File: config.mk
export PLATFORM = sky130hd
export DESIGN_NAME = keyed_uniform_random_draw
export DESIGN_NICKNAME = d
export VERILOG_FILES = /design/src/hw/rtl/kurd_pkg.sv /design/src/hw/rtl/keyed_uniform_random_draw.sv /design/src/hw/rtl/kurd_datapath.sv /design/src/hw/rtl/kurd_ctrl.sv
export SDC_FILE = /design/constraint.sdc
export NUM_CORES = 2
export LEC_CHECK = 0
export BUFFER_PORTS_ARGS = -buffer_cell sky130_fd_sc_hd__buf_2
export CORE_MARGIN = 3
export CORE_UTILIZATION = 33
export DETAILED_ROUTE_END_ITERATION = 12
export SKIP_CTS_REPAIR_TIMING = 1
export SLEW_MARGIN = 25
export SYNTH_ARGS = -nofsm -noshare
export SYNTH_HDL_FRONTEND = slang
export SYNTH_HIERARCHICAL = 1
export SYNTH_SLANG_ARGS = --single-unit
File: constraint.sdc
create_clock -name clk -period 41.6 [get_ports clk]
set_clock_uncertainty 0.2 [all_clocks]
set_input_delay 2.08 -clock clk [delete_from_list [all_inputs] [get_ports clk]]
set_output_delay 2.08 -clock clk [all_outputs]
set_load 0.05 [all_outputs]
File: src/hw/rtl/kurd_pkg.sv
// Package for the keyed uniform random draw: word types, hash and twister
// constants, datapath command codes. No dependencies.
package kurd_pkg;

  localparam logic [63:0] GOLDEN_STEP  = 64'h9e3779b97f4a7c15;
  localparam logic [63:0] MIX_MUL_A    = 64'hbf58476d1ce4e5b9;
  localparam logic [63:0] MIX_MUL_B    = 64'h94d049bb133111eb;
  localparam logic [63:0] SEED_BASE    = 64'h6a09e667f3bcc909;
  localparam logic [63:0] CELL_OFFSET  = 64'h243f6a8885a308d3;
  localparam logic [63:0] STEP_OFFSET  = 64'h13198a2e03707344;
  localparam logic [63:0] EVENT_OFFSET = 64'ha4093822299f31d0;
  localparam int          FRACTION_BITS = 53;

  // offset and golden step folded into one key per field
  localparam logic [63:0] CELL_KEY  = CELL_OFFSET + GOLDEN_STEP;
  localparam logic [63:0] STEP_KEY  = STEP_OFFSET + GOLDEN_STEP;
  localparam logic [63:0] EVENT_KEY = EVENT_OFFSET + GOLDEN_STEP;

  localparam logic [63:0] TW_INIT_MUL = 64'd6364136223846793005;
  localparam logic [63:0] TW_UPPER    = 64'hFFFFFFFF80000000;
  localparam logic [63:0] TW_LOWER    = 64'h000000007FFFFFFF;
  localparam logic [63:0] TW_MATRIX   = 64'hB5026F5AA96619E9;
  localparam logic [63:0] TW_MASK_B   = 64'h5555555555555555;
  localparam logic [63:0] TW_MASK_C   = 64'h71D67FFFEDA60000;
  localparam logic [63:0] TW_MASK_D   = 64'hFFF7EEE000000000;

  localparam int TW_MID = 156;
  localparam int STEP_W = $clog2(TW_MID + 1);
  localparam logic [STEP_W-1:0] TW_FIRST = STEP_W'(1);
  localparam logic [STEP_W-1:0] TW_LAST  = STEP_W'(TW_MID);

  localparam logic [3:0] OP_NONE  = 4'd0;
  localparam logic [3:0] OP_LOAD  = 4'd1;
  localparam logic [3:0] OP_PRE   = 4'd2;
  localparam logic [3:0] OP_MUL0  = 4'd3;
  localparam logic [3:0] OP_MUL1  = 4'd4;
  localparam logic [3:0] OP_MUL2  = 4'd5;
  localparam logic [3:0] OP_MID   = 4'd6;
  localparam logic [3:0] OP_END   = 4'd7;
  localparam logic [3:0] OP_FIX   = 4'd8;
  localparam logic [3:0] OP_TWADD = 4'd9;
  localparam logic [3:0] OP_TEMP  = 4'd10;

  localparam logic [1:0] SEL_CELL  = 2'd0;
  localparam logic [1:0] SEL_STEP  = 2'd1;
  localparam logic [1:0] SEL_EVENT = 2'd2;

  localparam logic [1:0] MC_A    = 2'd0;
  localparam logic [1:0] MC_B    = 2'd1;
  localparam logic [1:0] MC_INIT = 2'd2;

  typedef struct packed {
    logic signed [63:0] cell_number;
    logic signed [63:0] step_number;
    logic signed [63:0] event_number;
  } in_word_t;

  typedef struct packed {
    logic [63:0]              seed_word;
    logic [63:0]              raw_word;
    logic [FRACTION_BITS-1:0] uniform_fraction;
  } out_word_t;

  typedef struct packed {
    logic [3:0]        op;
    logic [1:0]        sel;
    logic [1:0]        mconst;
    logic [STEP_W-1:0] step;
  } cmd_t;

endpackage

File: src/hw/rtl/keyed_uniform_random_draw.sv
// Keyed uniform random draw: three 64-bit ids are hashed into one
// nonzero seed, the seed starts a 64-bit Mersenne Twister and the first
// tempered word comes back with a 0.53 fraction. An item is taken when start
// is high and busy is low; busy then stays high until the draw is done, and
// the result appears on out_word with out_strobe, high for exactly one cycle,
// in the first cycle with busy low again. The receiver cannot stall: capture
// it then. One 32x32 multiplier builds each 64-bit product from a low and
// two cross partial products: six products for the hash and 156 chained
// seeding steps of a product and an add each. A new start is taken in the
// same cycle as the strobe. Depends on kurd_pkg, kurd_ctrl and kurd_datapath.
module keyed_uniform_random_draw (
  input  logic                clk,
  input  logic                rst_n,
  input  logic                start,
  output logic                busy,
  input  kurd_pkg::in_word_t  in_word,
  output logic                out_strobe,
  output kurd_pkg::out_word_t out_word
);
  import kurd_pkg::*;

  cmd_t cmd;

  kurd_ctrl u_ctrl (
    .clk   (clk),
    .rst_n (rst_n),
    .start (start),
    .busy  (busy),
    .cmd   (cmd)
  );

  kurd_datapath u_datapath (
    .clk        (clk),
    .rst_n      (rst_n),
    .cmd        (cmd),
    .in_word    (in_word),
    .out_strobe (out_strobe),
    .out_word   (out_word)
  );

endmodule

File: src/hw/rtl/kurd_datapath.sv
// Datapath: input hold, shared 32x32 multiplier with 64-bit accumulate,
// seed hashing, twister seeding registers, tempering and the result register.
// Depends on kurd_pkg.
module kurd_datapath (
  input  logic               clk,
  input  logic               rst_n,
  input  kurd_pkg::cmd_t     cmd,
  input  kurd_pkg::in_word_t in_word,
  output logic               out_strobe,
  output kurd_pkg::out_word_t out_word
);
  import kurd_pkg::*;

  in_word_t  in_r;
  logic [63:0] v_r, prod_r, seed_r, cur_r, w1_r;
  out_word_t out_r;
  logic      strobe_r, strobe_nxt;

  logic [63:0] sel_in, sel_key, pre_x, mul_b, mprod;
  logic [31:0] ma, mb;
  logic [63:0] seed_fixed, cur_new, tw_y, tw_t0, tw_t1, tw_t2, tw_t3, tw_t4;

  always_comb begin
    case (cmd.sel)
      SEL_CELL: begin
        sel_in  = in_r.cell_number;
        sel_key = CELL_KEY;
      end
      SEL_STEP: begin
        sel_in  = in_r.step_number;
        sel_key = STEP_KEY;
      end
      default: begin
        sel_in  = in_r.event_number;
        sel_key = EVENT_KEY;
      end
    endcase
    pre_x = sel_in + sel_key;

    case (cmd.mconst)
      MC_A:    mul_b = MIX_MUL_A;
      MC_B:    mul_b = MIX_MUL_B;
      default: mul_b = TW_INIT_MUL;
    endcase

    case (cmd.op)
      OP_MUL1: begin
        ma = v_r[31:0];
        mb = mul_b[63:32];
      end
      OP_MUL2: begin
        ma = v_r[63:32];
        mb = mul_b[31:0];
      end
      default: begin
        ma = v_r[31:0];
        mb = mul_b[31:0];
      end
    endcase
    mprod = {32'd0, ma} * {32'd0, mb};

    seed_fixed = (seed_r == 64'd0) ? 64'd1 : seed_r;
    cur_new    = prod_r + {{(64-STEP_W){1'b0}}, cmd.step};

    tw_y  = (seed_r & TW_UPPER) | (w1_r & TW_LOWER);
    tw_t0 = cur_r ^ (tw_y >> 1) ^ (tw_y[0] ? TW_MATRIX : 64'd0);
    tw_t1 = tw_t0 ^ ((tw_t0 >> 29) & TW_MASK_B);
    tw_t2 = tw_t1 ^ ((tw_t1 << 17) & TW_MASK_C);
    tw_t3 = tw_t2 ^ ((tw_t2 << 37) & TW_MASK_D);
    tw_t4 = tw_t3 ^ (tw_t3 >> 43);

    strobe_nxt = (cmd.op == OP_TEMP);
  end

  always_ff @(posedge clk) begin
    case (cmd.op)
      OP_LOAD: begin
        in_r   <= in_word;
        seed_r <= SEED_BASE;
      end
      OP_PRE:  v_r <= pre_x ^ (pre_x >> 30);
      OP_MUL0: prod_r <= mprod;
      OP_MUL1: prod_r <= prod_r + {mprod[31:0], 32'd0};
      OP_MUL2: prod_r <= prod_r + {mprod[31:0], 32'd0};
      OP_MID:  v_r <= prod_r ^ (prod_r >> 27);
      OP_END:  seed_r <= seed_r ^ prod_r ^ (prod_r >> 31);
      OP_FIX: begin
        seed_r <= seed_fixed;
        cur_r  <= seed_fixed;
        v_r    <= seed_fixed ^ (seed_fixed >> 62);
      end
      OP_TWADD: begin
        cur_r <= cur_new;
        v_r   <= cur_new ^ (cur_new >> 62);
        if (cmd.step == TW_FIRST) begin
          w1_r <= cur_new;
        end
      end
      OP_TEMP: begin
        out_r.seed_word        <= seed_r;
        out_r.raw_word         <= tw_t4;
        out_r.uniform_fraction <= tw_t4[63:64-FRACTION_BITS];
      end
      default: ;
    endcase
  end

  always_ff @(posedge clk) begin
    if (!rst_n) begin
      strobe_r <= 1'b0;
    end else begin
      strobe_r <= strobe_nxt;
    end
  end

  assign out_strobe = strobe_r;
  assign out_word   = out_r;

endmodule

File: src/hw/rtl/kurd_ctrl.sv
// Controller: sequences the hash rounds, the multiplier phases and the
// twister seeding steps; issues one datapath command per cycle. Uses kurd_pkg.
module kurd_ctrl (
  input  logic           clk,
  input  logic           rst_n,
  input  logic           start,
  output logic           busy,
  output kurd_pkg::cmd_t cmd
);
  import kurd_pkg::*;

  localparam logic [3:0] S_IDLE  = 4'd0;
  localparam logic [3:0] S_PRE   = 4'd1;
  localparam logic [3:0] S_MULA  = 4'd2;
  localparam logic [3:0] S_MID   = 4'd3;
  localparam logic [3:0] S_MULB  = 4'd4;
  localparam logic [3:0] S_END   = 4'd5;
  localparam logic [3:0] S_FIX   = 4'd6;
  localparam logic [3:0] S_TWMUL = 4'd7;
  localparam logic [3:0] S_TWADD = 4'd8;
  localparam logic [3:0] S_TEMP  = 4'd9;

  localparam logic [1:0] PH_LO   = 2'd0;
  localparam logic [1:0] PH_HI_B = 2'd1;
  localparam logic [1:0] PH_HI_A = 2'd2;

  logic [3:0]        state_r, state_nxt;
  logic [1:0]        k_r, k_nxt;
  logic [1:0]        ph_r, ph_nxt;
  logic [STEP_W-1:0] i_r, i_nxt;
  logic [3:0]        mul_op;
  logic              ph_done;

  always_comb begin
    case (ph_r)
      PH_LO:   mul_op = OP_MUL0;
      PH_HI_B: mul_op = OP_MUL1;
      default: mul_op = OP_MUL2;
    endcase
    ph_done = (ph_r == PH_HI_A);

    state_nxt  = state_r;
    k_nxt      = k_r;
    ph_nxt     = ph_r;
    i_nxt      = i_r;
    cmd.op     = OP_NONE;
    cmd.sel    = k_r;
    cmd.mconst = MC_A;
    cmd.step   = i_r;

    case (state_r)
      S_IDLE: begin
        if (start) begin
          cmd.op    = OP_LOAD;
          k_nxt     = SEL_CELL;
          state_nxt = S_PRE;
        end
      end
      S_PRE: begin
        cmd.op    = OP_PRE;
        ph_nxt    = PH_LO;
        state_nxt = S_MULA;
      end
      S_MULA: begin
        cmd.op     = mul_op;
        cmd.mconst = MC_A;
        ph_nxt     = ph_done ? PH_LO : ph_r + 2'd1;
        if (ph_done) begin
          state_nxt = S_MID;
        end
      end
      S_MID: begin
        cmd.op    = OP_MID;
        state_nxt = S_MULB;
      end
      S_MULB: begin
        cmd.op     = mul_op;
        cmd.mconst = MC_B;
        ph_nxt     = ph_done ? PH_LO : ph_r + 2'd1;
        if (ph_done) begin
          state_nxt = S_END;
        end
      end
      S_END: begin
        cmd.op = OP_END;
        if (k_r == SEL_EVENT) begin
          state_nxt = S_FIX;
        end else begin
          k_nxt     = k_r + 2'd1;
          state_nxt = S_PRE;
        end
      end
      S_FIX: begin
        cmd.op    = OP_FIX;
        i_nxt     = TW_FIRST;
        ph_nxt    = PH_LO;
        state_nxt = S_TWMUL;
      end
      S_TWMUL: begin
        cmd.op     = mul_op;
        cmd.mconst = MC_INIT;
        ph_nxt     = ph_done ? PH_LO : ph_r + 2'd1;
        if (ph_done) begin
          state_nxt = S_TWADD;
        end
      end
      S_TWADD: begin
        cmd.op = OP_TWADD;
        if (i_r == TW_LAST) begin
          state_nxt = S_TEMP;
        end else begin
          i_nxt     = i_r + TW_FIRST;
          state_nxt = S_TWMUL;
        end
      end
      S_TEMP: begin
        cmd.op    = OP_TEMP;
        state_nxt = S_IDLE;
      end
      default: begin
        state_nxt = S_IDLE;
      end
    endcase
  end

  always_ff @(posedge clk) begin
    if (!rst_n) begin
      state_r <= S_IDLE;
      k_r     <= SEL_CELL;
      ph_r    <= PH_LO;
      i_r     <= TW_FIRST;
    end else begin
      state_r <= state_nxt;
      k_r     <= k_nxt;
      ph_r    <= ph_nxt;
      i_r     <= i_nxt;
    end
  end

  assign busy = (state_r != S_IDLE);

endmodule

==> key figures <==
Outcome
  – Run status: finished clean

Synthesis
  – Post-Syn Nets: 8086
  – Share of async-settable or async-resettable flops after synthesis: 0%
  – Post-synth EDFFs: 607
  – Fraction of the yosys area taken by sequential cells: 28.1%
  – Share of Yosys cell area claimed by the top area cell type: 27.6%
  – Post-Synth XOR/XNOR Area: 6.72%
  – Synth warn: 6
  – Top FF cell, synth: edfxtp_1
  – Synth area leaders: edfxtp_1 28%, fa_1 26%, ha_1 7.1%, inv_1 5.7%, xnor2_1 4.5%
  – Simple-Gate Fraction of Synth Area: 11.5%
  – Synth Area per Inst: 9.93 um2
  – Post-synthesis cell count: 6650
  – Mux share of post-synthesis cell area: 1.88%
  – Post-Synth Adder-Cell Area: 33.4%
  – Largest family of logic cells by synthesized area: adder cells
  – Leading area contributor after synthesis: edfxtp_1
  – Synth Cell Area: 66000 um2
  – Yosys reg bits: 624
  – Compound-Gate Fraction of Synth Area: 10.2%
  – Post-synth cell types: 107

Global routing
  – Vias in the first global route: 50200
  – Largest net degree at the start of global routing: 89
  – Total Routing Usage GR: 23.8%
  – Initial antenna violation count: 12
  – Total congestion overflow: 0
  – First-pass GRT wire length: 357000 um

Critical path
  – R2R Setup Slk: 27880 ps
  – Worst setup SP type: register
  – Most frequent CP cell: fa_1
  – Data arrival time of the critical path: 13920 ps
  – Worst setup endpoint: u_datapath/prod_r[62]
  – Setup crit start: u_ctrl/state_r[0]
  – Worst r2r dst: u_datapath/prod_r[62]
  – WP data required: 41800 ps
  – R2r startpoint: u_ctrl/state_r[0]
  – Reg2Reg Depth: 41
  – CP max-delay cell: dfxtp_1
  – Crit. End Element: register
  – CP max stage delay: 990 ps
  – Worst Path Max Fanout: 25
  – Critical path type: reg2reg

STA
  – Hold Fails Final Rpt: 0
  – Slew Viols, Final: 0
  – # setup viols final: 0
  – Post-route clock period utilization: 33.0%
  – Top achievable clock speed: 0.0729 GHz
  – Fin crit period: 13720 ps
  – Relative slew slack: 15.0%
  – Hold_ws: 415 ps
  – Worst Max-Slew Pin Slew: 1270 ps
  – RSZ-0062 raised after global routing: false
  – Total negative slack: 0 ps

Drt
  – Number of vias in the routed layout: 51100
  – Via density: 5.37
  – Pre-Repair DR Iteration Count: 6
  – Detailed-route DRC error count: 0
  – Initial DRC Count: 5842
  – Final antenna-violating net count: 0
  – Wirelength, routed: 249000 um
  – Routed len/inst: 26.2 um

Floorplan
  – Die ar.: 206000 um2
  – Die Height: 453 um
  – DIE WIDTH: 453 um
  – Core footprint: 198000 um2
  – Rows: 163
  – Initial Utilization: 33.3%
  – Ports: 378

Clock network
  – Clock buffer count from CTS: 58
  – # H-tree levels: 2
  – Clock Sink Count: 624
  – Worst-Skew Late Latency: 690 ps
  – Clock tree buffer depth: 3
  – Root buffer cell: clkbuf_16
  – CTS tree: done
  – Clk pin slew, worst setup/hold paths: 80 ps

Cells and area
  – Fin nets: 8251
  – P&R area growth vs syn: 9.68%
  – Fin area: 72400 um2
  – Multi-input logic area: 42200 um2
  – FILL cells: 20000
  – Fraction of layout cells with a size suffix above 1: 9.91%
  – Final non-filler cell total: 9510
  – FF/Latch Area: 18600 um2

Placed design
  – Placed insts: 9393
  – GP Congestion: 0.983
  – I/O Buffers: 377
  – Post-DP HPWL: 201000 um
  – Placed cell area: 70500 um2

Run
  – Max Cap Viol: 0

Worst hold path
  – HP Class: reg2reg
[registers in the layout, indices dropped and copies added (netlist names)]
signal	cells
u_ctrl/i_r	8
u_ctrl/k_r	2
u_ctrl/ph_r	2
u_ctrl/state_r	4
u_datapath/cur_r	64
u_datapath/in_r	192
u_datapath/out_strobe	1
u_datapath/out_word	128
u_datapath/prod_r	64
u_datapath/seed_r	64
u_datapath/v_r	64
u_datapath/w1_r	31
[cells in the mapped netlist (all sizes together) (53+ instances only)]
cell    number
a21oi      254
mux2i       94
buf         90
nand3       74
nor3        54
nand2      721
edfxtp     607
inv       1010
a21o        96
clkbuf     281
a31oi       53
ha         375
xor2       152
fa         866
xnor2      339
and2        68
nor2       601
o21ai      296
[how the worst min path moves through the flow]
stage | from | endpoint | slack, ps | cells after the start
floorplan | u_datapath/seed_r[62] | u_datapath/out_word[179] | 220 | 0
global placement | u_datapath/v_r[0] | u_datapath/prod_r[0] | 380 | 1
detailed placement | u_datapath/v_r[0] | u_datapath/prod_r[0] | 380 | 1
CTS | u_datapath/v_r[0] | u_datapath/prod_r[0] | 410 | 1
global route | u_datapath/v_r[0] | u_datapath/prod_r[0] | 430 | 1
finish | u_datapath/v_r[0] | u_datapath/prod_r[0] | 420 | 1
[through the flow]
stage	util [%]	worst slack (ps)
2_1_floorplan	-	17610
3_3_place_gp	35.6	27330
3_5_place_dp	35.6	27690
4_1_cts	36.5	28010
5_1_grt	36.5	27250
6_report	36.5	27880
[layer usage]
layer / global-route usage [%] / vias to the layer above / share of wire, %
met2: 37.1 / 2626 / 45
met4: 8.82 / 4 / 4.4
met3: 4.21 / 434 / 9.2
li1: - / 22100 / -
met1: 33.0 / 26000 / 41
met5: 0.513 / - / 0.065
[layout by cell type (no fill, tap or decap), types with 28 or more instances in the layout]
cell / instances
xor2_1: 152
nor2_1: 588
ha_1: 375
clkbuf_16: 58
o21a_1: 38
buf_4: 95
inv_1: 1007
nand4_1: 37
and2_1: 68
nand3_1: 71
nor3_1: 48
fa_1: 866
a211oi_1: 28
xnor2_1: 338
nand2_1: 719
nor4_1: 29
a21oi_1: 249
a31oi_1: 52
o21ai_0: 269
o31ai_1: 29
and3_1: 40
clkinv_1: 28
buf_2: 378
a21o_1: 96
edfxtp_1: 607
mux2i_1: 88
[cell families (layout without fill, tap and decap cells)]
kind of cell | after synthesis | in the layout
multiplexers | 119 | 119
AO/OA/AOI/OAI | 1037 | 1037
adder cells (fa/ha/maj) | 1242 | 1242
buffers and inverters | 1390 | 1605
flip-flops | 624 | 624
XOR/XNOR | 497 | 497
AND/OR/NAND/NOR | 1741 | 1741
other | 0 | 5
[worst max-delay path, delay by kind of cell (launching register included)]
family                   cells  cell delay [ps]
XOR/XNOR                     2              380
AO/OA/AOI/OAI                8             2480
adder cells (fa/ha/maj)     10             4560
multiplexers                 2              930
buffers and inverters        9             1740
flip-flops                   1              990
AND/OR/NAND/NOR             10             2070
[cell type report]
| cell class | instances | area share, % |
|---|---|---|
| Antenna cell | 5 | 0.0173 |
| Clock buffer | 69 | 2.06 |
| Clock inverter | 41 | 0.516 |
| Inverter | 1019 | 5.28 |
| Multi-Input combinational cell | 4636 | 58.3 |
| Sequential cell | 624 | 25.6 |
| Tap cell | 2640 | 4.56 |
| Timing Repair Buffer | 476 | 3.63 |
Power is left out: the tool's default activity adds up to more than one toggle a clock period on the data nets, which glitch-free logic cannot reach.
